<file path="src/rtl/ius_pkg.sv">
`default_nettype none

package ius_pkg;

    // Field widths of the ports
    localparam int PIX_W      = 8;
    localparam int VAL_W      = 10;
    localparam int ROW_W      = 13;
    localparam int COL_W      = 11;
    localparam int CFG_IDX_W  = 2;
    localparam int CFG_DATA_W = 13;
    localparam int FW_W       = 11;
    localparam int FH_W       = 13;

    // Source block coordinates carried to the back end
    localparam int BROW_W = ROW_W - 1;
    localparam int BCOL_W = COL_W - 1;

    localparam int HEIGHT_LIMIT  = 4096;
    localparam int DEF_MAX_WIDTH = 1024;
    localparam int QUEUE_DEPTH   = 4;
    localparam int NUM_BLK       = 4;

    // Bit positions of the block mask, in emission order
    localparam int BLK_UL = 0;  // (i-1, j-1)
    localparam int BLK_UP = 1;  // (i-1, j)
    localparam int BLK_LF = 2;  // (i,   j-1)
    localparam int BLK_HR = 3;  // (i,   j)

    typedef struct packed {
        logic [PIX_W-1:0]   pix;
        logic [PIX_W-1:0]   up;
        logic [PIX_W-1:0]   lf;
        logic [PIX_W-1:0]   ul;
        logic [BROW_W-1:0]  row;
        logic [BCOL_W-1:0]  col;
        logic [NUM_BLK-1:0] blk_mask;
        logic               frame_end;
    } ius_desc_t;

endpackage

`default_nettype wire

</file>
<file path="src/rtl/ius_queue.sv">
`default_nettype none

module ius_queue import ius_pkg::*; (
    input  wire logic      clk,
    input  wire logic      rst_n,
    input  wire logic      push_valid,
    output logic           push_ready,
    input  wire ius_desc_t push_desc,
    output logic           pop_valid,
    input  wire logic      pop_ready,
    output ius_desc_t      pop_desc
);

    localparam int PTR_W = $clog2(QUEUE_DEPTH);

    ius_desc_t        slot_mem [QUEUE_DEPTH];
    logic [PTR_W-1:0] head_reg;
    logic [PTR_W-1:0] tail_reg;
    logic [PTR_W:0]   count_reg;
    logic             do_push;
    logic             do_pop;

    assign push_ready = (count_reg != (PTR_W+1)'(QUEUE_DEPTH));
    assign pop_valid  = (count_reg != '0);
    assign pop_desc   = slot_mem[head_reg];
    assign do_push    = push_valid && push_ready;
    assign do_pop     = pop_valid && pop_ready;

    always_ff @(posedge clk)
    begin
        if (do_push)
        begin
            slot_mem[tail_reg] <= push_desc;
        end
    end

    always_ff @(posedge clk or negedge rst_n)
    begin
        if (!rst_n)
        begin
            head_reg  <= '0;
            tail_reg  <= '0;
            count_reg <= '0;
        end
        else
        begin
            if (do_push)
            begin
                tail_reg <= tail_reg + PTR_W'(1);
            end
            if (do_pop)
            begin
                head_reg <= head_reg + PTR_W'(1);
            end
            if (do_push && !do_pop)
            begin
                count_reg <= count_reg + (PTR_W+1)'(1);
            end
            else if (do_pop && !do_push)
            begin
                count_reg <= count_reg - (PTR_W+1)'(1);
            end
        end
    end

endmodule

`default_nettype wire

</file>
<file path="config.mk">
export PLATFORM = sky130hd
export DESIGN_NAME = ius_queue
export DESIGN_NICKNAME = d
export VERILOG_FILES = /design/src/rtl/ius_pkg.sv /design/src/rtl/ius_queue.sv
export SDC_FILE = /design/constraint.sdc
export NUM_CORES = 1
export LEC_CHECK = 0
export BUFFER_PORTS_ARGS = -buffer_cell sky130_fd_sc_hd__buf_4
export CAP_MARGIN = 20
export CORE_MARGIN = 3
export CORE_UTILIZATION = 51
export DETAILED_ROUTE_END_ITERATION = 12
export HOLD_SLACK_MARGIN = 0.03
export MAX_ROUTING_LAYER = met4
export PLACE_DENSITY = 0.75
export SETUP_SLACK_MARGIN = 0.15
export SLEW_MARGIN = 20
export SYNTH_ARGS = -nofsm -noshare
export SYNTH_HDL_FRONTEND = slang
export SYNTH_SLANG_ARGS = --single-unit
</file>
<file path="constraint.sdc">
create_clock -name clk -period 2.4 [get_ports clk]
set_input_delay 0.48 -clock clk [delete_from_list [all_inputs] [get_ports clk]]
set_output_delay 0.48 -clock clk [all_outputs]
set_load 0.1 [all_outputs]
</file>
==> results of run 1 <==
## repair_timing
action | 4_1_cts | 5_1_grt
cloned | 3 | 3
hold buffers | 1 | 0
resized for setup | 63 | 20
hold endpoints to repair | 7 | 0
setup endpoints to repair | 59 | 60
buffers inserted | 3 | 2
pin swaps | 0 | 2
## placed cells by master (no fill, tap or decap)
cell,Yosys,routed
and2_4,0,2
or3_4,0,1
clkinv_8,0,1
buf_12,6,18
mux2_2,2,2
clkbuf_8,0,3
dlygate4sd3_1,0,1
clkinvlp_4,0,2
clkbuf_16,0,27
clkinv_2,0,5
nor2_1,2,2
edfxtp_1,236,236
fa_1,1,1
clkbuf_1,1,2
ha_1,5,4
nand2_2,0,1
inv_1,3,3
bufinv_16,0,3
xnor2_1,4,4
ha_4,0,1
buf_16,0,3
xor2_1,2,2
a21boi_2,1,1
dfrtp_1,7,4
mux4_2,58,59
dfrtp_2,0,2
buf_4,0,67
nand3_1,1,1
nand2_1,2,1
dfrtp_4,0,1
buf_6,1,47
clkinv_1,0,4
and2_2,0,2
buf_8,0,8
## per-layer routing
metal | vias to the layer above | wire (µm) | global-route usage, %
met5 | - | 0 | -
met4 | 0 | 256 | 4.12
met3 | 23 | 950 | 4.59
met2 | 120 | 8700 | 29.2
met1 | 2133 | 6600 | 22.2
li1 | 1785 | - | -
## kinds of logic after synthesis
family / Yosys count / synth area share (%)
DFF: 243 / 80.8
muxes: 61 / 15.1
buffers and inverters: 17 / 1.96
and+or+nand+nor: 10 / 0.571
xor gates and xnor gates: 6 / 0.584
adders and majority gates: 6 / 0.918
AOI/OAI and AO/OA: 1 / 0.125
## area by class of cell
class | instances | area (µm²) | share of cell area, %
clock buffer | 29 | 649 | 5.59
clock inverter | 15 | 161 | 1.39
inverter | 3 | 11.3 | 0.0969
multi-input combinational | 84 | 1580 | 13.6
sequential | 243 | 7270 | 62.5
tap | 220 | 275 | 2.37
timing repair buffer | 147 | 1680 | 14.5
## final timing paths
check                                   to  slack (ns)  cells after the start
max                           pop_desc[57]       -0.13                      4
min                        slot_mem[0][37]        0.17                      1
max reg2reg                   count_reg[2]        0.28                      8
min reg2reg                   count_reg[2]        0.56                      1
max in group asynchronous      head_reg[0]        1.93                      2
min in group asynchronous     count_reg[1]        0.32                      2
## stage by stage
stage / instance area [µm²] / TNS (ns) / util, %
6_report: 11600 / -4.66 / 68.6
3_5_place_dp: 10300 / 0 / 60.6
5_1_grt: 11600 / -8.68 / 68.6
2_1_floorplan: 9000 / 0 / -
3_3_place_gp: 10300 / 0 / 60.6
4_1_cts: 11500 / -6.98 / 67.7
## synthesized netlist by cell type (all sizes together)
| cell type | number | area, µm² |
|---|---|---|
| mux2 | 2 | 22.5 |
| nor2 | 2 | 7.51 |
| clkbuf | 1 | 3.75 |
| ha | 5 | 62.6 |
| nand3 | 1 | 5.00 |
| xnor2 | 4 | 35.0 |
| edfxtp | 236 | 7090 |
| or3 | 1 | 6.26 |
| buf | 13 | 161 |
| xor2 | 2 | 17.5 |
| inv | 3 | 11.3 |
| dfrtp | 7 | 175 |
| mux4 | 59 | 1330 |
| fa | 1 | 20.0 |
| and2 | 4 | 25.0 |
| a21boi | 1 | 11.3 |
| nand2 | 2 | 7.51 |
==> summary.md, run 1 <==
| Metric | Value |
|---|---|
| Grt ovf | 0 |
| Max FFs per register | 236 |
| Avg Inst Size Synth | 26.1 µm² |
| Worst Path Arrival | 2.05 ns |
| Fmax | 395 MHz |
| Clock transition at path regs | 0.06 ns |
| Die Span X | 139 µm |
| Crit path max-delay family | flip-flops |
| CP startpoint | head_reg[0] |
| Final nets | 572 |
| Root buffer cell | clkbuf_16 |
| Share of cells above drive strength 1 | 49.1% |
| Status | complete, but fails checks |
| Residual DRC | 0 |
| Vias/cell | 5.48 |
| Sink Count | 243 |
| Critical Path Fanout Max | 6 |
| CP Data Required Time | 1.92 ns |
| Largest net degree at the start of global routing | 61 |
| Dpl cells | 685 |
| Min-Delay Startpoint | push_desc[37] |
| All-Layer GR Usage | 17.6% |
| Diodes inserted | 0 |
| Initial antenna violation count | 0 |
| WP buf/inv | 3 |
| Count of different cell masters after synthesis | 20 |
| RSZ-0062 raised after global routing | yes |
| Failing checks | setup timing |
| Flops & latches, synth | 243 |
| Global-route wire length before repair | 25,700 µm |
| Worst hold path class | primary input to flip-flop |
| FILL cells | 1,051 |
| Routed wire length | 16,500 µm |
| Hold Vio Cnt, Final | 0 |
| Cell count after synthesis | 344 |
| I/O pin count | 124 |
| Area grow syn2layout | 29.3% |
| Clk_skew | 0.0198 ns |
| Starting Density | 53.1% |
| Sequential area share after synthesis | 80.8% |
| Worst-Margin Slew | 0.450 ns |
| Clock latency on the worst-skew pair | 0.51 ns |
| CP endpoint kind | output pin |
| CTS tree | yes |
| Core Region | 0.0169 mm² |
| Final setup fails | 59 |
| # port buffers | 123 |
| Hpwl dp | 9130 µm |
| Post-synthesis cell area | 0.00899 mm² |
| Crit path kind | flip-flop to output pin |
| Syn_nets | 413 |
| Initial DRT Pass Iterations | 4 |
| Initial DRC Count | 216 |
| Die Y | 139 µm |
| Die area | 0.0193 mm² |
| Fin crit period | 2.53 ns |
| Final Instance Count excl. Fillers | 741 |
| Final hold slack | 0.167 ns |
| Worst slack, placed | 0.258 ns |
| Tcrit/Tclk final | 105% |
| Crit path cell chain | buf_12, clkbuf_16, mux4_2, buf_6 |
| Slew margin rel. | 69.9% |
| Max Cap Viol | 0 |
| Wire per inst | 22.3 µm |
| FF-to-FF Start | count_reg[1] |
| DR vias | 4,061 |
| Final WS setup | -0.132 ns |
| Remaining antenna violation count | 0 |
| GPL Wtd Cong | 0.709 |
| H-tree depth | 1 |
| Vias in the first global route | 4,578 |
| Clk buf depth | 3 |
| Worst Setup Start Kind | flip-flop |
| Slew Viols, Final | 0 |
| CP max stage delay | 0.53 ns |
| Worst path slowest cell | dfrtp_4 |
| CTS buffer count | 24 |
| # rows | 47 |
| Yosys warns | 0 |
Power of run 1 is not shown: default switching activity piles up to over one toggle a cycle in this logic, so the estimate is an artifact.
==> inputs of run 2 (changes only) <==
- CORE_ASPECT_RATIO: unset -> 0.5
- RECOVER_POWER: unset -> 100
==> summary.md, run 2 (same netlist as run 1, synthesis figures left out) <==
| Metric | Value |
|---|---|
| Status | complete, but fails checks (unchanged) |
| Failing checks | setup timing (unchanged) |
| Reg2Reg Depth | 4 (was 8) |
| Crit path kind | flip-flop to output pin (unchanged) |
| GR Util met1 | 22.9% (was 22.2%) |
| Share of cells above drive strength 1 | 33.9% (was 49.1%) |
| Slew margin rel. | 43.0% (was 69.9%) |
| Clk_skew | 0.00945 ns (was 0.0198 ns) |
| Sequential standard cell area | 0.00727 mm² (about the same) |
| Worst setup path end | pop_desc[10] (was pop_desc[57]) |
| CP startpoint | head_reg[0] (unchanged) |
| Final nets | 564 (was 572) |
| CTS buffer count | 21 (was 24) |
| Critical Path Fanout Max | 7 (was 6) |
| Worst Path Arrival | 1.98 ns (was 2.05 ns) |
| FILL cells | 1,138 (was 1,051) |
| All-Layer GR Usage | 17.6% (about the same) |
| CP Data Required Time | 1.92 ns (about the same) |
| Final setup fails | 57 (was 59) |
| Die Y | 99.9 µm (was 139 µm) |
| Initial antenna violation count | 1 (was 0) |
| GRT Max-Usage Layer | met2 (unchanged) |
| Grt ovf | 0 (unchanged) |
| Initial DRC Count | 192 (was 216) |
| Largest net degree at the start of global routing | 48 (was 61) |
| GPL Wtd Cong | 0.671 (was 0.709) |
| Crit path cell chain | buf_12, buf_16, mux4_2, buf_6 (was buf_12, clkbuf_16, mux4_2, buf_6) |
| Max Cap Viol | 0 (unchanged) |
| Slew Viols, Final | 0 (unchanged) |
| Worst-Margin Slew | 0.855 ns (was 0.450 ns) |
| Worst slack, placed | 0.333 ns (was 0.258 ns) |
| Multi-input combinational cell area | 0.00155 mm² (was 0.00158 mm²) |
| Residual DRC | 0 (unchanged) |
| Max FFs per register | 236 (unchanged) |
| Dpl cells | 696 (was 685) |
| Routed wire length | 16,100 µm (was 16,500 µm) |
| Tcrit/Tclk final | 103% (was 105%) |
| Met2 usage | 29.7% (was 29.2%) |
| FF-to-FF Start | count_reg[0] (was count_reg[1]) |
| CTS tree | yes (unchanged) |
| Post-Route Utilization | 65.0% (was 68.6%) |
| Root buffer cell | clkbuf_16 (unchanged) |
| Cell count of the worst hold path | 1 (unchanged) |
| Worst path slowest cell | mux4_2 (was dfrtp_4) |
| Leading cell type in the layout, fill and taps excluded | edfxtp_1 (unchanged) |
| Sink Count | 243 (unchanged) |
| Clk buf depth | 3 (unchanged) |
| Vias/cell | 5.42 (was 5.48) |
| Die Span X | 194 µm (was 139 µm) |
| Clock latency on the worst-skew pair | 0.49 ns (was 0.51 ns) |
| Register-to-register setup slack | 0.17 ns (was 0.28 ns) |
| H-tree depth | 1 (unchanged) |
| Worst hold path class | primary input to flip-flop (unchanged) |
| Vias in the first global route | 4,389 (was 4,578) |
| Most frequent cells in the layout | edfxtp_1, clkbuf_1, mux4_2 (was edfxtp_1, buf_4, mux4_2) |
| Worst Setup Start Kind | flip-flop (unchanged) |
| # rows | 33 (was 47) |
| Final Instance Count excl. Fillers | 736 (was 741) |
| Fin crit period | 2.46 ns (was 2.53 ns) |
| CP endpoint kind | output pin (unchanged) |
| Grt met3 use | 3.62% (was 4.59%) |
| I/O pin count | 124 (unchanged) |
| Worst r2r dst | slot_mem[0][9] (was count_reg[2]) |
| Remaining antenna violation count | 0 (unchanged) |
| CP max stage delay | 0.53 ns (about the same) |
| Post-Route Setup TNS | -1.63 ns (was -4.66 ns) |
| Wire per inst | 21.9 µm (was 22.3 µm) |
| RSZ-0062 raised after global routing | yes (unchanged) |
| Fmax | 406 MHz (was 395 MHz) |
| Global-route wire length before repair | 25,400 µm (was 25,700 µm) |
| Final WS setup | -0.0624 ns (was -0.132 ns) |
| Area grow syn2layout | 21.5% (was 29.3%) |
| Starting Density | 53.5% (was 53.1%) |
| Hpwl dp | 9660 µm (was 9130 µm) |
| Core Region | 0.0168 mm² (was 0.0169 mm²) |
| Clock transition at path regs | 0.06 ns (about the same) |
| Die area | 0.0194 mm² (was 0.0193 mm²) |
| Hold Vio Cnt, Final | 0 (unchanged) |
| DR vias | 3,988 (was 4,061) |
| Initial DRT Pass Iterations | 4 (unchanged) |
| # port buffers | 123 (unchanged) |
run 2: changes by cell type in the layout (fill, tap and decap cells not counted), sizes merged:
cell,change
buf,-69
clkbuf,+57
bufinv,+2
clkinv,-2
clkinvlp,-1
diode,+1
run 2: worst max-delay path: cells and delay by family (launching register included):
kind                   cells  cell delay [ns]
DFF                        1             0.48
muxes                      1             0.53
buffers and inverters      3             0.48
run 2: how the worst min path moves through the flow:
| stage | from | to | slack, ns |
|---|---|---|---|
| 2_1_floorplan | rst_n | count_reg[0] | 0.18 |
| 3_3_place_gp | rst_n | count_reg[2] | 0.30 |
| 3_5_place_dp | rst_n | count_reg[2] | 0.30 |
| 4_1_cts | push_desc[22] | slot_mem[3][22] | 0.16 |
| 5_1_grt | push_desc[18] | slot_mem[0][18] | 0.24 |
| 6_report | push_desc[27] | slot_mem[0][27] | 0.25 |
run 2: layout make-up:
type	count	share of cell area [%]
antenna	1	0.0229
clock buffer	22	4.85
clock inverter	14	1.75
inverter	3	0.103
multi-input combinational	84	14.2
sequential	243	66.5
tap	227	2.60
timing repair buffer	142	9.92
run 2: timing repair:
item | in CTS | in global routing
setup endpoints to repair | 59 | 59
setup buffers | 1 | 0
pin swaps | 0 | 0
hold buffers | 1 | 0
gates resized for setup | 40 | 6
endpoints found under the hold margin | 7 | 0
gates cloned | 1 | 0
run 2: metal layers:
metal	wire [µm]	up-vias
li1	-	1768
met1	6690	2108
met2	8370	87
met3	771	25
met4	292	0
met5	0	-
run 2: per-stage QoR:
stage / area (µm²) / hold WS (ns)
floorplan: 9000 / 0.184
global placement: 10300 / 0.300
detailed placement: 10300 / 0.299
CTS: 11200 / 0.165
global route: 10900 / 0.237
finish: 10900 / 0.247
Power of run 2 is left out for the same reason.
==> inputs of run 3 (changes only) <==
- RECOVER_POWER: 100 -> unset
==> summary.md, run 3 (same netlist as run 1, synthesis figures left out) <==
| Metric | Value |
|---|---|
| Area grow syn2layout | 24.6% (was 21.5%) |
| FF-to-FF Start | count_reg[1] (was count_reg[0]) |
| Max Cap Viol | 0 (unchanged) |
| Die Span X | 194 µm (unchanged) |
| Most frequent cells in the layout | edfxtp_1, buf_4, mux4_2 (was edfxtp_1, clkbuf_1, mux4_2) |
| Status | complete, but fails checks (unchanged) |
| Residual DRC | 0 (unchanged) |
| Starting Density | 53.5% (unchanged) |
| Slew Viols, Final | 0 (unchanged) |
| Largest net degree at the start of global routing | 48 (unchanged) |
| Final nets | 564 (unchanged) |
| CTS tree | yes (unchanged) |
| Vias/cell | 5.40 (was 5.42) |
| Post-Route Setup TNS | -1.69 ns (was -1.63 ns) |
| Die Y | 99.9 µm (unchanged) |
| Clk buf depth | 3 (unchanged) |
| WP buf/inv | 3 (unchanged) |
| Critical Path Fanout Max | 7 (unchanged) |
| Failing checks | setup timing (unchanged) |
| Post-Route Utilization | 66.7% (was 65.0%) |
| CTS buffer count | 21 (unchanged) |
| Share of cells above drive strength 1 | 47.0% (was 33.9%) |
| Crit path max-delay family | flip-flops (was multiplexers) |
| CP startpoint | head_reg[0] (unchanged) |
| Hold Vio Cnt, Final | 0 (unchanged) |
| Worst hold path class | primary input to flip-flop (unchanged) |
| Fmax | 406 MHz (about the same) |
| Clock latency on the worst-skew pair | 0.49 ns (about the same) |
| Die area | 0.0194 mm² (unchanged) |
| Hpwl dp | 9660 µm (unchanged) |
| Leading cell type in the layout, fill and taps excluded | edfxtp_1 (unchanged) |
| Register-to-register setup slack | 0.33 ns (was 0.17 ns) |
| Reg2Reg Depth | 8 (was 4) |
| Cell count of the worst hold path | 1 (unchanged) |
| Grt ovf | 0 (unchanged) |
| Initial antenna violation count | 0 (was 1) |
| Clock transition at path regs | 0.07 ns (was 0.06 ns) |
| RSZ-0062 raised after global routing | yes (unchanged) |
| DR vias | 3,972 (was 3,988) |
| Worst Path Arrival | 1.98 ns (about the same) |
| I/O pin count | 124 (unchanged) |
| Final setup fails | 58 (was 57) |
| Clk_skew | 0.00847 ns (was 0.00945 ns) |
| Crit path cell chain | buf_12, buf_16, mux4_2, buf_6 (unchanged) |
| Worst path slowest cell | dfrtp_4 (was mux4_2) |
| CP endpoint kind | output pin (unchanged) |
| Destination of the worst hold path | slot_mem[2][31] (was slot_mem[0][27]) |
| Remaining antenna violation count | 0 (unchanged) |
| Worst slack, placed | 0.333 ns (unchanged) |
| Initial DRC Count | 205 (was 192) |
| Routed wire length | 16,100 µm (about the same) |
| CP max stage delay | 0.53 ns (about the same) |
| Fin crit period | 2.46 ns (about the same) |
| Max FFs per register | 236 (unchanged) |
| All-Layer GR Usage | 17.6% (unchanged) |
| Worst r2r dst | count_reg[2] (was slot_mem[0][9]) |
| Slew margin rel. | 79.1% (was 43.0%) |
| Diodes inserted | 0 (was 1) |
| Crit path kind | flip-flop to output pin (unchanged) |
| Wire per inst | 21.9 µm (about the same) |
| Worst Setup Start Kind | flip-flop (unchanged) |
| Initial DRT Pass Iterations | 4 (unchanged) |
| # port buffers | 123 (unchanged) |
| Final WS setup | -0.0638 ns (was -0.0624 ns) |
| Dpl cell area | 0.0103 mm² (unchanged) |
| # rows | 33 (unchanged) |
| Core Region | 0.0168 mm² (unchanged) |
| Root buffer cell | clkbuf_16 (unchanged) |
| Design Area, Final | 0.0112 mm² (was 0.0109 mm²) |
| Tcrit/Tclk final | 103% (about the same) |
| GPL Wtd Cong | 0.671 (unchanged) |
| Global-route wire length before repair | 25,400 µm (unchanged) |
| Vias in the first global route | 4,389 (unchanged) |
| H-tree depth | 1 (unchanged) |
| CP Data Required Time | 1.92 ns (about the same) |
| Worst-Margin Slew | 0.312 ns (was 0.855 ns) |
| Sink Count | 243 (unchanged) |
| Min-Delay Startpoint | push_desc[31] (was push_desc[27]) |
## run 3: per-stage QoR
stage / instances / hold WS [ns]
floorplan: 344 / 0.184
global placement: 696 / 0.300
detailed placement: 696 / 0.299
CTS: 735 / 0.165
global route: 735 / 0.164
finish: 735 / 0.187
## run 3: cell type report
| type | instances | area [µm²] |
|---|---|---|
| Clock inverter | 14 | 191 |
| Fill cell | 1066 | 5600 |
| Inverter | 3 | 11.3 |
| Tap cell | 227 | 284 |
| Sequential cell | 243 | 7270 |
| Timing Repair Buffer | 142 | 1360 |
| Clock buffer | 22 | 529 |
| Multi-Input combinational cell | 84 | 1560 |
## run 3: repair_timing
item	in CTS	in global routing
hold endpoints to repair	7	0
hold buffers	1	0
cloned	1	0
setup endpoints to repair	59	59
gates resized for setup	40	6
setup buffers	1	0
## run 3: worst max path at each step
stage	endpoint	slack [ns]	depth (start not counted)
6_report	pop_desc[10]	-0.06	4
3_5_place_dp	count_reg[2]	0.33	8
3_3_place_gp	count_reg[2]	0.34	8
4_1_cts	pop_desc[19]	-0.09	3
2_1_floorplan	count_reg[2]	0.23	8
5_1_grt	pop_desc[36]	-0.14	3
## run 3: per-layer routing
metal  global-route usage (%)  vias to the layer above  part of all wire [%]
met1                     22.9                     2102                    42
met4                     3.66                        0                   1.7
li1                         -                     1766                     -
met3                     3.62                       23                   4.3
met2                     29.7                       81                    52
met5                        -                        -                     0
Power of run 3 is left out for the same reason.
