**src/rtl/ius_pkg.sv**
```systemverilog
`default_nettype none

package ius_pkg;

    // Field widths of the ports
    localparam int PIX_W      = 8;
    localparam int VAL_W      = 10;
    localparam int ROW_W      = 13;
    localparam int COL_W      = 11;
    localparam int CFG_IDX_W  = 2;
    localparam int CFG_DATA_W = 13;
    localparam int FW_W       = 11;
    localparam int FH_W       = 13;

    // Source block coordinates carried to the back end
    localparam int BROW_W = ROW_W - 1;
    localparam int BCOL_W = COL_W - 1;

    localparam int HEIGHT_LIMIT  = 4096;
    localparam int DEF_MAX_WIDTH = 1024;
    localparam int QUEUE_DEPTH   = 4;
    localparam int NUM_BLK       = 4;

    // Bit positions of the block mask, in emission order
    localparam int BLK_UL = 0;  // (i-1, j-1)
    localparam int BLK_UP = 1;  // (i-1, j)
    localparam int BLK_LF = 2;  // (i,   j-1)
    localparam int BLK_HR = 3;  // (i,   j)

    typedef struct packed {
        logic [PIX_W-1:0]   pix;
        logic [PIX_W-1:0]   up;
        logic [PIX_W-1:0]   lf;
        logic [PIX_W-1:0]   ul;
        logic [BROW_W-1:0]  row;
        logic [BCOL_W-1:0]  col;
        logic [NUM_BLK-1:0] blk_mask;
        logic               frame_end;
    } ius_desc_t;

endpackage

`default_nettype wire

```
**src/rtl/ius_back.sv**
```systemverilog
`default_nettype none

module ius_back import ius_pkg::*; (
    input  wire logic      clk,
    input  wire logic      rst_n,
    input  wire logic      pop_valid,
    output logic           pop_ready,
    input  wire ius_desc_t pop_desc,
    output logic           out_valid,
    input  wire logic      out_stall,
    output logic [VAL_W-1:0] value,
    output logic [ROW_W-1:0] out_row,
    output logic [COL_W-1:0] out_col,
    output logic           last,
    output logic           frame_end
);

    typedef enum logic [1:0] {
        Q_TL,
        Q_TR,
        Q_BL,
        Q_BR
    } quad_t;

    quad_t              quad_reg;
    quad_t              quad_next;
    logic [NUM_BLK-1:0] done_reg;
    logic               out_valid_reg;
    logic [VAL_W-1:0]   value_reg;
    logic [ROW_W-1:0]   row_reg;
    logic [COL_W-1:0]   col_reg;
    logic               last_reg;
    logic               frame_end_reg;

    logic [NUM_BLK-1:0] cur_mask;
    logic [NUM_BLK-1:0] sel_oh;
    logic               last_blk;
    logic [PIX_W-1:0]   pa;
    logic [PIX_W-1:0]   pb;
    logic [PIX_W-1:0]   pc;
    logic [PIX_W-1:0]   pd;
    logic [BROW_W-1:0]  brow;
    logic [BCOL_W-1:0]  bcol;
    logic [VAL_W-1:0]   val;
    logic               res_last;
    logic               load;

    // Pick the lowest pending block of the head item
    assign cur_mask = pop_desc.blk_mask & ~done_reg;
    assign sel_oh   = cur_mask & (~cur_mask + NUM_BLK'(1));
    assign last_blk = ((cur_mask & ~sel_oh) == '0);

    always_comb
    begin
        priority if (sel_oh[BLK_UL])
        begin
            pa   = pop_desc.ul;
            pb   = pop_desc.up;
            pc   = pop_desc.lf;
            pd   = pop_desc.pix;
            brow = pop_desc.row - BROW_W'(1);
            bcol = pop_desc.col - BCOL_W'(1);
        end
        else if (sel_oh[BLK_UP])
        begin
            pa   = pop_desc.up;
            pb   = pop_desc.up;
            pc   = pop_desc.pix;
            pd   = pop_desc.pix;
            brow = pop_desc.row - BROW_W'(1);
            bcol = pop_desc.col;
        end
        else if (sel_oh[BLK_LF])
        begin
            pa   = pop_desc.lf;
            pb   = pop_desc.pix;
            pc   = pop_desc.lf;
            pd   = pop_desc.pix;
            brow = pop_desc.row;
            bcol = pop_desc.col - BCOL_W'(1);
        end
        else
        begin
            pa   = pop_desc.pix;
            pb   = pop_desc.pix;
            pc   = pop_desc.pix;
            pd   = pop_desc.pix;
            brow = pop_desc.row;
            bcol = pop_desc.col;
        end
    end

    always_comb
    begin
        unique case (quad_reg)
            Q_TL:
            begin
                val       = {pa, 2'b00};
                quad_next = Q_TR;
            end
            Q_TR:
            begin
                val       = {(VAL_W-1)'(pa) + (VAL_W-1)'(pb), 1'b0};
                quad_next = Q_BL;
            end
            Q_BL:
            begin
                val       = {(VAL_W-1)'(pa) + (VAL_W-1)'(pc), 1'b0};
                quad_next = Q_BR;
            end
            Q_BR:
            begin
                val       = VAL_W'(pa) + VAL_W'(pb) + VAL_W'(pc) + VAL_W'(pd);
                quad_next = Q_TL;
            end
            default:
            begin
                val       = '0;
                quad_next = Q_TL;
            end
        endcase
    end

    assign res_last  = (quad_reg == Q_BR) && last_blk;
    assign load      = pop_valid && (!out_valid_reg || !out_stall);
    assign pop_ready = load && res_last;

    always_ff @(posedge clk or negedge rst_n)
    begin
        if (!rst_n)
        begin
            quad_reg      <= Q_TL;
            done_reg      <= '0;
            out_valid_reg <= 1'b0;
            value_reg     <= '0;
            row_reg       <= '0;
            col_reg       <= '0;
            last_reg      <= 1'b0;
            frame_end_reg <= 1'b0;
        end
        else
        begin
            if (load)
            begin
                out_valid_reg <= 1'b1;
                value_reg     <= val;
                row_reg       <= {brow, quad_reg[1]};
                col_reg       <= {bcol, quad_reg[0]};
                last_reg      <= res_last;
                frame_end_reg <= res_last && pop_desc.frame_end;
                quad_reg      <= quad_next;
                if (quad_reg == Q_BR)
                begin
                    done_reg <= last_blk ? '0 : (done_reg | sel_oh);
                end
            end
            else if (!out_stall)
            begin
                out_valid_reg <= 1'b0;
            end
        end
    end

    assign out_valid = out_valid_reg;
    assign value     = value_reg;
    assign out_row   = row_reg;
    assign out_col   = col_reg;
    assign last      = last_reg;
    assign frame_end = frame_end_reg;

endmodule

`default_nettype wire

```
**config.mk**
```make
export PLATFORM = sky130hd
export DESIGN_NAME = ius_back
export DESIGN_NICKNAME = d
export VERILOG_FILES = /design/src/rtl/ius_pkg.sv /design/src/rtl/ius_back.sv
export SDC_FILE = /design/constraint.sdc
export NUM_CORES = 1
export LEC_CHECK = 0
export BUFFER_PORTS_ARGS = -buffer_cell sky130_fd_sc_hd__buf_2
export CAP_MARGIN = 0
export CORE_MARGIN = 4
export CORE_UTILIZATION = 56
export CTS_BUF_LIST = sky130_fd_sc_hd__clkbuf_2
export DETAILED_ROUTE_END_ITERATION = 16
export PLACE_DENSITY = 0.84
export SLEW_MARGIN = 0
export SYNTH_ARGS = -nofsm -noshare
export SYNTH_HDL_FRONTEND = slang
export SYNTH_SLANG_ARGS = --single-unit
```
**constraint.sdc**
```tcl
create_clock -name clk -period 5.08 [get_ports clk]
set_input_delay 1.016 -clock clk [delete_from_list [all_inputs] [get_ports clk]]
set_output_delay 1.016 -clock clk [all_outputs]
set_load 0.01 [all_outputs]
```
==> metrics, run 1 <==
wire per inst 16.98 um; # resized after CTS 0; Sinks on Clock Net 43; startpoint class of the critical path primary input; Async SR Flop Fraction 100.0%; final RePlAce weighted congestion 0.9445; vias per std cell 5.790; Post-synth EDFFs 0; Initial Util 57.33%; actual slew at the worst max-slew pin approximately 0.94 ns; category of the most critical setup path primary input to flop; crit-path cells buf_2 > nor2b_1 > nor2_2 > buf_4 > mux2i_1 > fa_1 > fa_1 > inv_1 > fa_1 > a211oi_1 > o21ai_0 > a21oi_1 > and3b_1 > o221a_2; residual DRC count 0; number of antenna-violating nets in the routed design 0; clock latency on the worst-skew pair 0.42 ns; maximum number of pins on one net before global-route repair 62; global-route congestion overflow total 0; Syn Nets approximately 560; most common cell after layout, fill and taps aside sky130_fd_sc_hd__buf_2; highest ir drop seen on vdd around 350 uV; number of hold-slack violations in the final timing report 0; buffers inserted during post-CTS setup optimization 0; layout cell share with drive strength beyond 1 24.82%; count of vias placed by the detailed router 3752; maximum count of clock buffers along a single path 2; antenna violations before repair 0; Reg-to-Reg Start done_reg[0]$_DFFE_PN0P_; arrival time of data at the critical path endpoint 4.77 ns; worst slew slack as a fraction of its limit 37.06%; Max stage delay cell, worst path sky130_fd_sc_hd__fa_1; WP data required 5.41 ns; Netlist cell types 65; ratio of final minimum period to clock period 87.42%; synthesized instance count approximately 450; power density over the cells slightly above 600 nW/um^2; overall global routing resource usage 26.63%; Core Area 6794 sq um; ANT cells 0; final setup margin 0.6388 ns; static leakage 2.241 nW; clock-pin slew of the registers on the worst-case setup and hold paths 0.22 ns; CTS tree done; die width just over 90 um; hold wc startpoint out_col[7]$_DFFE_PN0P_; worst setup timing slack at the placement stage 0.1948 ns; Synth Area per Inst 8.598 sq um; Hold/Removal Path Class flop to flop; final setup skew around 0.016 ns; floorplan die area approximately 8400 sq um; TritonCTS Buffers 5; vias in the first global route about 3800; Tmin final 4.441 ns; cell type with the highest occurrence count on the critical path sky130_fd_sc_hd__fa_1; Boundary Pins just over 100; count of filler cells inserted in the layout 580; Initial DRC Count 225; Main synth FF type sky130_fd_sc_hd__dfrtp_1; number of max-cap violations 0; Highest Clock Rate 0.2252 GHz; post-cts hold buffer count 0; wire length on met3 676 um; highest-count cells in the layout ignoring fill and taps sky130_fd_sc_hd__buf_2 (100), sky130_fd_sc_hd__nand2_1 (60), sky130_fd_sc_hd__dfrtp_1 (43); Sum Neg Setup Slack 0 ns; wire length reported by the detailed router 11000 um; number of cell rows 30; first-pass GRT wire length 18070 um; synthesis-stage register bit count 43; DRT met1 WL 4473 um; setup-violating endpoint count in the final report 0; die height 91.40 um; half-perimeter wire length after placement 8846 um; unrepaired setup endpoints after global routing no; iteration count of the initial detailed-routing pass 5; total of warnings raised by yosys 0; maximum fanout along the worst path 7; Critical Path Sink Type flop; crit-path max cell delay 0.54 ns; area growth from synthesis to final layout 17.41%; summed instance area of the synthesized netlist 3895 sq um; sequential cell area fraction in the yosys report 27.63%; root buf cell sky130_fd_sc_hd__clkbuf_2; met2 routed WL 5571 um; run status completed; number of nets at the end of the flow between 600 and 700; highest routed layer met4; maximum level of the CTS H-tree 2; number of flip-flops in the largest register 13; buffers added on ports 100; max-slew violation total from the final report 0; worst setup path startpoint pop_desc[1]
## synth_stat cells, types with 2 or more instances
library cell / instances / area, sq um
sky130_fd_sc_hd__clkbuf_1: 13 / 48.80
sky130_fd_sc_hd__a21o_1: 8 / 60.06
sky130_fd_sc_hd__xnor2_1: 12 / 105.1
sky130_fd_sc_hd__or3_1: 2 / 12.51
sky130_fd_sc_hd__a21oi_1: 23 / 115.1
sky130_fd_sc_hd__a211oi_1: 9 / 67.56
sky130_fd_sc_hd__xor2_1: 12 / 105.1
sky130_fd_sc_hd__a22oi_1: 3 / 22.52
sky130_fd_sc_hd__o21ai_0: 40 / 200.2
sky130_fd_sc_hd__nor4_1: 2 / 12.51
sky130_fd_sc_hd__nand4b_1: 3 / 26.28
sky130_fd_sc_hd__o221a_2: 2 / 22.52
sky130_fd_sc_hd__ha_1: 22 / 275.3
sky130_fd_sc_hd__nor2b_1: 5 / 31.28
sky130_fd_sc_hd__inv_1: 41 / 153.9
sky130_fd_sc_hd__nor3b_1: 4 / 30.03
sky130_fd_sc_hd__nor2_1: 27 / 101.4
sky130_fd_sc_hd__mux2_2: 4 / 45.04
sky130_fd_sc_hd__o21ai_1: 2 / 10.01
sky130_fd_sc_hd__buf_4: 3 / 22.52
sky130_fd_sc_hd__mux2i_1: 21 / 210.2
sky130_fd_sc_hd__nand3_1: 4 / 20.02
sky130_fd_sc_hd__dfrtp_1: 43 / 1076
sky130_fd_sc_hd__nor3_1: 6 / 30.03
sky130_fd_sc_hd__o211ai_1: 2 / 15.01
sky130_fd_sc_hd__buf_2: 3 / 15.01
sky130_fd_sc_hd__a31oi_1: 10 / 62.56
sky130_fd_sc_hd__a311oi_1: 3 / 26.28
sky130_fd_sc_hd__nand2_1: 60 / 225.2
sky130_fd_sc_hd__nand2b_1: 5 / 31.28
sky130_fd_sc_hd__or2_2: 2 / 12.51
sky130_fd_sc_hd__o31ai_1: 3 / 22.52
sky130_fd_sc_hd__o221ai_1: 5 / 43.79
sky130_fd_sc_hd__a41oi_1: 2 / 17.52
sky130_fd_sc_hd__fa_1: 17 / 340.3
## metrics by stage
step	utilization [%]	total power, W	std cells	area, sq um	hold WS [ns]
2_1_floorplan	-	0.002040	453	3895	0.4581
4_1_cts	67.31	0.002799	648	4573	0.5104
6_report	67.31	0.002824	648	4573	0.5032
3_5_place_dp	66.30	0.002592	640	4504	0.4650
3_3_place_gp	66.30	0.002528	640	4504	0.4554
5_1_grt	67.31	0.003083	648	4573	0.5410
## layer usage
layer	vias up	GRT usage, %
met5	-	0
met4	0	8.543
met3	23	3.397
met1	1790	32.44
li1	1789	-
met2	150	48.27
## critical path: cells and delay by family
family	cells	cell delay (ns)
fa+ha+maj	3	1.50
simple gates	3	0.74
compound gates	4	0.89
buf+inv	3	0.38
mux	1	0.24
## where the power goes
part           switching, W  internal, W
logic               0.00124     0.000883
registers         0.0000566     0.000436
clock network      0.000120    0.0000834
## final timing paths
check                                    endpoint  slack (ns)  depth (start not counted)
hold / removal             out_col[7]$_DFFE_PN0P_        0.50                          2
setup / recovery             value[7]$_DFFE_PN0P_        0.64                         14
min in group asynchronous  out_row[9]$_DFFE_PN0P_        0.69                          1
setup reg to reg             value[7]$_DFFE_PN0P_        0.88                         13
max in group asynchronous  out_col[4]$_DFFE_PN0P_        3.80                          1
hold reg to reg            out_col[7]$_DFFE_PN0P_        0.50                          2
## final cells by class
cell class / instances / area, sq um / area share (%)
multi-input combinational: 348 / 2564 / 56.06
sequential: 43 / 1076 / 23.53
timing repair buffer: 112 / 590.6 / 12.91
inverter: 41 / 153.9 / 3.365
tap: 96 / 120.1 / 2.627
clock inverter: 3 / 43.79 / 0.9576
clock buffer: 5 / 25.02 / 0.5472
## cell families after synthesis
group           Yosys count  share of synthesized area (%)
compound gates          127                          21.20
flops                    43                          27.63
buf+inv                  62                          6.553
fa+ha+maj                40                          16.06
mux                      25                          6.553
simple gates            132                          16.61
xor+xnor                 24                          5.397
No activity file was read; power rests on OpenSTA's default activity.
==> run 2: changes to the inputs <==
--- a/config.mk
+++ b/config.mk
@@ -11,7 +11,7 @@
 export CORE_UTILIZATION = 56
 export CTS_BUF_LIST = sky130_fd_sc_hd__clkbuf_2
 export DETAILED_ROUTE_END_ITERATION = 16
-export PLACE_DENSITY = 0.84
+export PLACE_DENSITY_LB_ADDON = 0.05
 export SLEW_MARGIN = 0
 export SYNTH_ARGS = -nofsm -noshare
 export SYNTH_HDL_FRONTEND = slang
==> metrics, run 2 (synthesis gave the netlist of run 1 again) <==
maximum fanout along the worst path 5 (-2); worst path bufs/invs 2 (-1); vias per std cell 5.706 (-1.5%); post-cts hold buffer count 0 (unchanged); number of hold-slack violations in the final timing report 0 (unchanged); cell type with the highest occurrence count on the critical path sky130_fd_sc_hd__fa_1; ANT cells 0 (unchanged); post-route cell area 4558 sq um (-0.33%); Worst R2R Path Depth 14 (+1); TritonCTS Buffers 5 (unchanged); first-pass GRT wire length 17440 um (-3.5%); die height 91.40 um (unchanged); ratio of final minimum period to clock period 88.72% (+1.3 points); startpoint class of the critical path primary input; unrepaired setup endpoints after global routing no; iteration count of the initial detailed-routing pass 4 (-1); category of the most critical setup path primary input to flop; worst slew slack as a fraction of its limit 35.46% (-1.6 points); clock-pin slew of the registers on the worst-case setup and hold paths 0.23 ns (about the same); highest-count cells in the layout ignoring fill and taps sky130_fd_sc_hd__buf_2 (100), sky130_fd_sc_hd__nand2_1 (60), sky130_fd_sc_hd__dfrtp_1 (43); Hold WS 0.5023 ns (-0.0008870 ns); Highest Clock Rate 0.2219 GHz (-1.5%); R2R Setup Slk 0.86 ns (-0.02 ns); Hold/Removal Path Class flop to flop; vias in the first global route 3695 (-3.2%); buffers inserted during post-CTS setup optimization 0 (unchanged); category of cells accounting for the largest share of critical-path delay adder cells; overall global routing resource usage 25.88% (-0.75 points); run status completed; final setup skew 0.03146 ns (+0.01520 ns); global-route congestion overflow total 0 (unchanged); static leakage 2.231 nW (-0.45%); crit-path cells buf_2 > nor2b_1 > nand2_1 > a311oi_1 > a21oi_1 > fa_1 > fa_1 > inv_1 > ha_1 > fa_1 > a211oi_1 > o21ai_0 > a21oi_1 > and3b_1 > o221a_2; setup-violating endpoint count in the final report 0 (unchanged); floorplan die area 8354 sq um (unchanged); crit-path max cell delay 0.55 ns (about the same); count of vias placed by the detailed router 3686 (-1.8%); most common cell after layout, fill and taps aside sky130_fd_sc_hd__buf_2; number of max-cap violations 0 (unchanged); number of flip-flops in the largest register 13 (unchanged); Initial DRC Count 169 (-25%); Critical Path Sink Type flop; die width 91.40 um (unchanged); maximum level of the CTS H-tree 2 (unchanged); CTS tree done; WP data required 5.41 ns (about the same); Boundary Pins 101 (unchanged); area taken by flip-flops and latches 1076 sq um (unchanged); root buf cell sky130_fd_sc_hd__clkbuf_2; core occupancy in the finished layout 67.09% (-0.22 points); number of nets at the end of the flow 651 (-0.31%); arrival time of data at the critical path endpoint 4.84 ns (+0.07 ns); antenna violations before repair 0 (unchanged); actual slew at the worst max-slew pin 0.9681 ns (+0.02409 ns); residual DRC count 0 (unchanged); Sum Neg Setup Slack 0 ns (unchanged); Initial Util 57.33% (unchanged); maximum number of pins on one net before global-route repair 62 (unchanged); max-slew violation total from the final report 0 (unchanged); hold path depth 2 (unchanged); final RePlAce weighted congestion 0.8893 (-5.8%); power density over the cells 613.5 nW/um^2 (-0.64%); Sinks on Clock Net 43 (unchanged); Max stage delay cell, worst path sky130_fd_sc_hd__fa_1; count of filler cells inserted in the layout 589 (+1.6%); Post-Place Cell Area 4489 sq um (-0.33%); clock latency on the worst-skew pair 0.43 ns (about the same); area of combinational cells with multiple inputs 2564 sq um (unchanged); layout cell share with drive strength beyond 1 24.55% (-0.27 points); area growth from synthesis to final layout 17.03%; half-perimeter wire length after placement 8392 um (-5.1%); Core Area 6794 sq um (unchanged); wire per inst 16.44 um (-3.2%); maximum count of clock buffers along a single path 2 (unchanged); number of cell rows 30 (unchanged); buffers added on ports 100 (unchanged); highest ir drop seen on vdd 438.5 uV (+25%); number of antenna-violating nets in the routed design 0 (unchanged); # resized after CTS 0 (unchanged); stages on the worst setup path 15 (+1); Tmin final 4.507 ns (+0.06573 ns); wire length reported by the detailed router 10620 um (-3.5%)
[run 2: final timing paths]
path,startpoint,to
setup / recovery,pop_desc[3],value[7]$_DFFE_PN0P_
hold / removal,out_col[6]$_DFFE_PN0P_,out_col[6]$_DFFE_PN0P_
setup reg to reg,done_reg[2]$_DFFE_PN0P_,value[7]$_DFFE_PN0P_
hold reg to reg,out_col[6]$_DFFE_PN0P_,out_col[6]$_DFFE_PN0P_
max in group asynchronous,rst_n,out_col[1]$_DFFE_PN0P_
min in group asynchronous,rst_n,out_row[1]$_DFFE_PN0P_
[run 2: final cells by class]
class	instances	share of cell area, %
Sequential cell	43	23.61
Timing Repair Buffer	110	12.63
Clock buffer	5	0.5490
Tap cell	96	2.635
Clock inverter	3	0.9607
Multi-Input combinational cell	348	56.24
Inverter	41	3.376
[run 2: stage by stage]
step | cells | power [W] | worst slack, ns
6_report | 646 | 0.002796 | 0.5731
5_1_grt | 646 | 0.003082 | 0.3416
4_1_cts | 646 | 0.002789 | 0.6467
3_5_place_dp | 638 | 0.002573 | 0.1954
3_3_place_gp | 638 | 0.002520 | 0.2682
2_1_floorplan | 453 | 0.002040 | 0.2454
[run 2: metal layers]
layer | up-vias | part of all wire, % | track usage (%)
met5 | - | 0 | 0
met4 | 0 | 4.6 | 13.19
met3 | 37 | 5.5 | 3.894
met2 | 156 | 48 | 42.85
met1 | 1705 | 42 | 32.58
li1 | 1788 | - | -
[run 2: report_power, final]
part,switching [W],internal [W],leakage (nW),total [W]
Sequential,0.0000527,0.000436,0.534,0.000489
Clock,0.000122,0.0000834,0.0429,0.000205
Combinational,0.00123,0.000877,1.65,0.00210
Total,0.00140,0.00140,2.23,0.00280
[run 2: tightest hold or removal path: stages (launching register included)]
cell and delay [ns]:
sky130_fd_sc_hd__dfrtp_1 0.39, sky130_fd_sc_hd__nand2_1 0.04, sky130_fd_sc_hd__o21ai_0 0.06
==> run 3: changes to the inputs <==
--- a/config.mk
+++ b/config.mk
@@ -8,7 +8,7 @@
 export BUFFER_PORTS_ARGS = -buffer_cell sky130_fd_sc_hd__buf_2
 export CAP_MARGIN = 0
 export CORE_MARGIN = 4
-export CORE_UTILIZATION = 56
+export CORE_UTILIZATION = 60
 export CTS_BUF_LIST = sky130_fd_sc_hd__clkbuf_2
 export DETAILED_ROUTE_END_ITERATION = 16
 export PLACE_DENSITY_LB_ADDON = 0.05
==> constraint.sdc (replaced) <==
create_clock -name clk -period 5.4 [get_ports clk]
set_input_delay 1.08 -clock clk [delete_from_list [all_inputs] [get_ports clk]]
set_output_delay 1.08 -clock clk [all_outputs]
set_load 0.01 [all_outputs]
==> metrics, run 3 (synthesis gave the netlist of run 1 again) <==
run status completed; global-route congestion overflow total 0 (unchanged); Hold/Removal Path Class flop to flop; R2R Setup Slk 1.05 ns (+0.19 ns); category of cells accounting for the largest share of critical-path delay adder cells; arrival time of data at the critical path endpoint 4.99 ns (+0.15 ns); Highest Clock Rate 0.2169 GHz; # resized after CTS 0 (unchanged); clock latency on the worst-skew pair 0.46 ns (+0.03 ns); number of flip-flops in the largest register 13 (unchanged); highest ir drop seen on vdd 633.0 uV (+44%); overall global routing resource usage 27.37% (+1.5 points); floorplan die area 7845 sq um (-6.1%); most common cell after layout, fill and taps aside sky130_fd_sc_hd__buf_2; vias per std cell 5.859 (+2.7%); stages on the worst setup path 15 (unchanged); Initial DRC Count 221 (+31%); CTS tree done; buffers added on ports 100 (unchanged); layout cell share with drive strength beyond 1 24.13% (-0.41 points); antenna violations before repair 0 (unchanged); worst slew slack as a fraction of its limit 35.16% (-0.29 points); area growth from synthesis to final layout 15.32%; post-cts hold buffer count 0 (unchanged); startpoint class of the critical path primary input; root buf cell sky130_fd_sc_hd__clkbuf_2; power density over the cells 575.4 nW/um^2 (-6.2%); endpoint of the worst setup timing path value[7]$_DFFE_PN0P_; crit-path max cell delay 0.56 ns (about the same); R2R Path End value[7]$_DFFE_PN0P_; Max stage delay cell, worst path sky130_fd_sc_hd__fa_1; clock-pin slew of the registers on the worst-case setup and hold paths 0.26 ns (+0.03 ns); Core Area 6314 sq um (-7.1%); placed insts 616 (-3.4%); category of the most critical setup path primary input to flop; WP data required 5.78 ns (+0.37 ns); Reg-to-Reg Start done_reg[0]$_DFFE_PN0P_; vias in the first global route 3659 (-0.97%); Sinks on Clock Net 43 (unchanged); number of hold-slack violations in the final timing report 0 (unchanged); worst path bufs/invs 3 (+1); iteration count of the initial detailed-routing pass 5 (+1); die height 88.57 um (-3.1%); first-pass GRT wire length 16830 um (-3.5%); final RePlAce weighted congestion 1.008 (+13%); Initial Util 61.69% (+4.4 points); cell type with the highest occurrence count on the critical path sky130_fd_sc_hd__fa_1; setup-violating endpoint count in the final report 0 (unchanged); ANT cells 0 (unchanged); highest-count cells in the layout ignoring fill and taps sky130_fd_sc_hd__buf_2 (100), sky130_fd_sc_hd__nand2_1 (60), sky130_fd_sc_hd__dfrtp_1 (43); Worst R2R Path Depth 14 (unchanged); maximum number of pins on one net before global-route repair 44 (-29%); maximum fanout along the worst path 9 (+4); crit-path cells buf_2 > nor2b_1 > buf_4 > a311oi_1 > a21oi_1 > fa_1 > fa_1 > inv_1 > ha_1 > fa_1 > a211oi_1 > o21ai_0 > a21oi_1 > and3b_1 > o221a_2; Boundary Pins 101 (unchanged); number of standard cells in the layout, taps in and fillers out 624 (-3.4%); Critical Path Sink Type flop; residual DRC count 0 (unchanged); number of antenna-violating nets in the routed design 0 (unchanged); number of cell rows 29 (-3.3%); Sum Neg Setup Slack 0 ns (unchanged); final setup skew 0.04169 ns (+0.01023 ns); TritonCTS Buffers 5 (unchanged); ratio of final minimum period to clock period a little under nine tenths; wire per inst 16.41 um (-0.19%); max-slew violation total from the final report 0 (unchanged); die width 88.57 um (-3.1%); Tmin final approximately 4.6 ns; buffers inserted during post-CTS setup optimization 0 (unchanged); number of nets at the end of the flow 648 (-0.46%); count of vias placed by the detailed router 3656 (-0.81%); number of max-cap violations 0 (unchanged); static leakage 2.200 nW (-1.4%); half-perimeter wire length after placement 8215 um (-2.1%); maximum count of clock buffers along a single path 2 (unchanged); maximum level of the CTS H-tree 2 (unchanged); unrepaired setup endpoints after global routing no; actual slew at the worst max-slew pin 0.9725 ns (+0.004405 ns); wire length reported by the detailed router 10240 um (-3.6%); worst setup path startpoint pop_desc[1]
-- run 3: cell type report --
class	count	area, sq um
Clock buffer	5	25.02
Multi-Input combinational cell	348	2564
Sequential cell	43	1076
Timing Repair Buffer	107	553.0
Tap cell	77	96.34
Fill cell	520	1822
Clock inverter	3	23.77
Inverter	41	153.9
-- run 3: power breakdown --
part           total [W]  internal [W]  switching, W
logic            0.00196      0.000820       0.00114
registers       0.000462      0.000410     0.0000517
clock network   0.000160     0.0000332      0.000127
-- run 3: stage by stage --
step           setup slack [ns]  power, W  cell area (sq um)  utilization [%]  hold WS [ns]
3_5_place_dp             0.3507  0.002394               4443            70.37        0.4622
3_3_place_gp             0.4857  0.002337               4443            70.37        0.4532
2_1_floorplan            0.5014  0.001919               3895                -        0.4581
4_1_cts                  0.8462  0.002561               4492            71.15        0.5081
5_1_grt                  0.5743  0.002843               4492            71.15        0.5320
6_report                 0.7893  0.002585               4492            71.15        0.5019
-- run 3: how the worst min path moves through the flow --
stage                                        from                       to  slack, ns  depth (start not counted)
after global routing       out_col[7]$_DFFE_PN0P_   out_col[7]$_DFFE_PN0P_       0.53                          2
final                      out_col[6]$_DFFE_PN0P_   out_col[6]$_DFFE_PN0P_       0.50                          2
after CTS                        last$_DFFE_PN0P_         last$_DFFE_PN0P_       0.51                          1
after global placement           last$_DFFE_PN0P_         last$_DFFE_PN0P_       0.45                          1
after floorplan           done_reg[3]$_DFFE_PN0P_  done_reg[3]$_DFFE_PN0P_       0.46                          1
after detailed placement     value[1]$_DFFE_PN0P_     value[1]$_DFFE_PN0P_       0.46                          2
-- run 3: layer usage --
layer | wire length, um | global-route usage, %
met1 | 4229 | 33.67
met2 | 5040 | 47.99
met3 | 615 | 3.538
met4 | 356 | 11.95
met5 | 0 | 0
-- run 3: worst register-to-register path: stages (launching register included) --
cell and delay [ns]:
sky130_fd_sc_hd__dfrtp_1 0.48, sky130_fd_sc_hd__nor2b_1 0.29, sky130_fd_sc_hd__buf_4 0.23, sky130_fd_sc_hd__a311oi_1 0.06, sky130_fd_sc_hd__a21oi_1 0.33, sky130_fd_sc_hd__fa_1 0.52, sky130_fd_sc_hd__fa_1 0.56, sky130_fd_sc_hd__inv_1 0.04
sky130_fd_sc_hd__ha_1 0.22, sky130_fd_sc_hd__fa_1 0.43, sky130_fd_sc_hd__a211oi_1 0.25, sky130_fd_sc_hd__o21ai_0 0.20, sky130_fd_sc_hd__a21oi_1 0.18, sky130_fd_sc_hd__and3b_1 0.20, sky130_fd_sc_hd__o221a_2 0.28
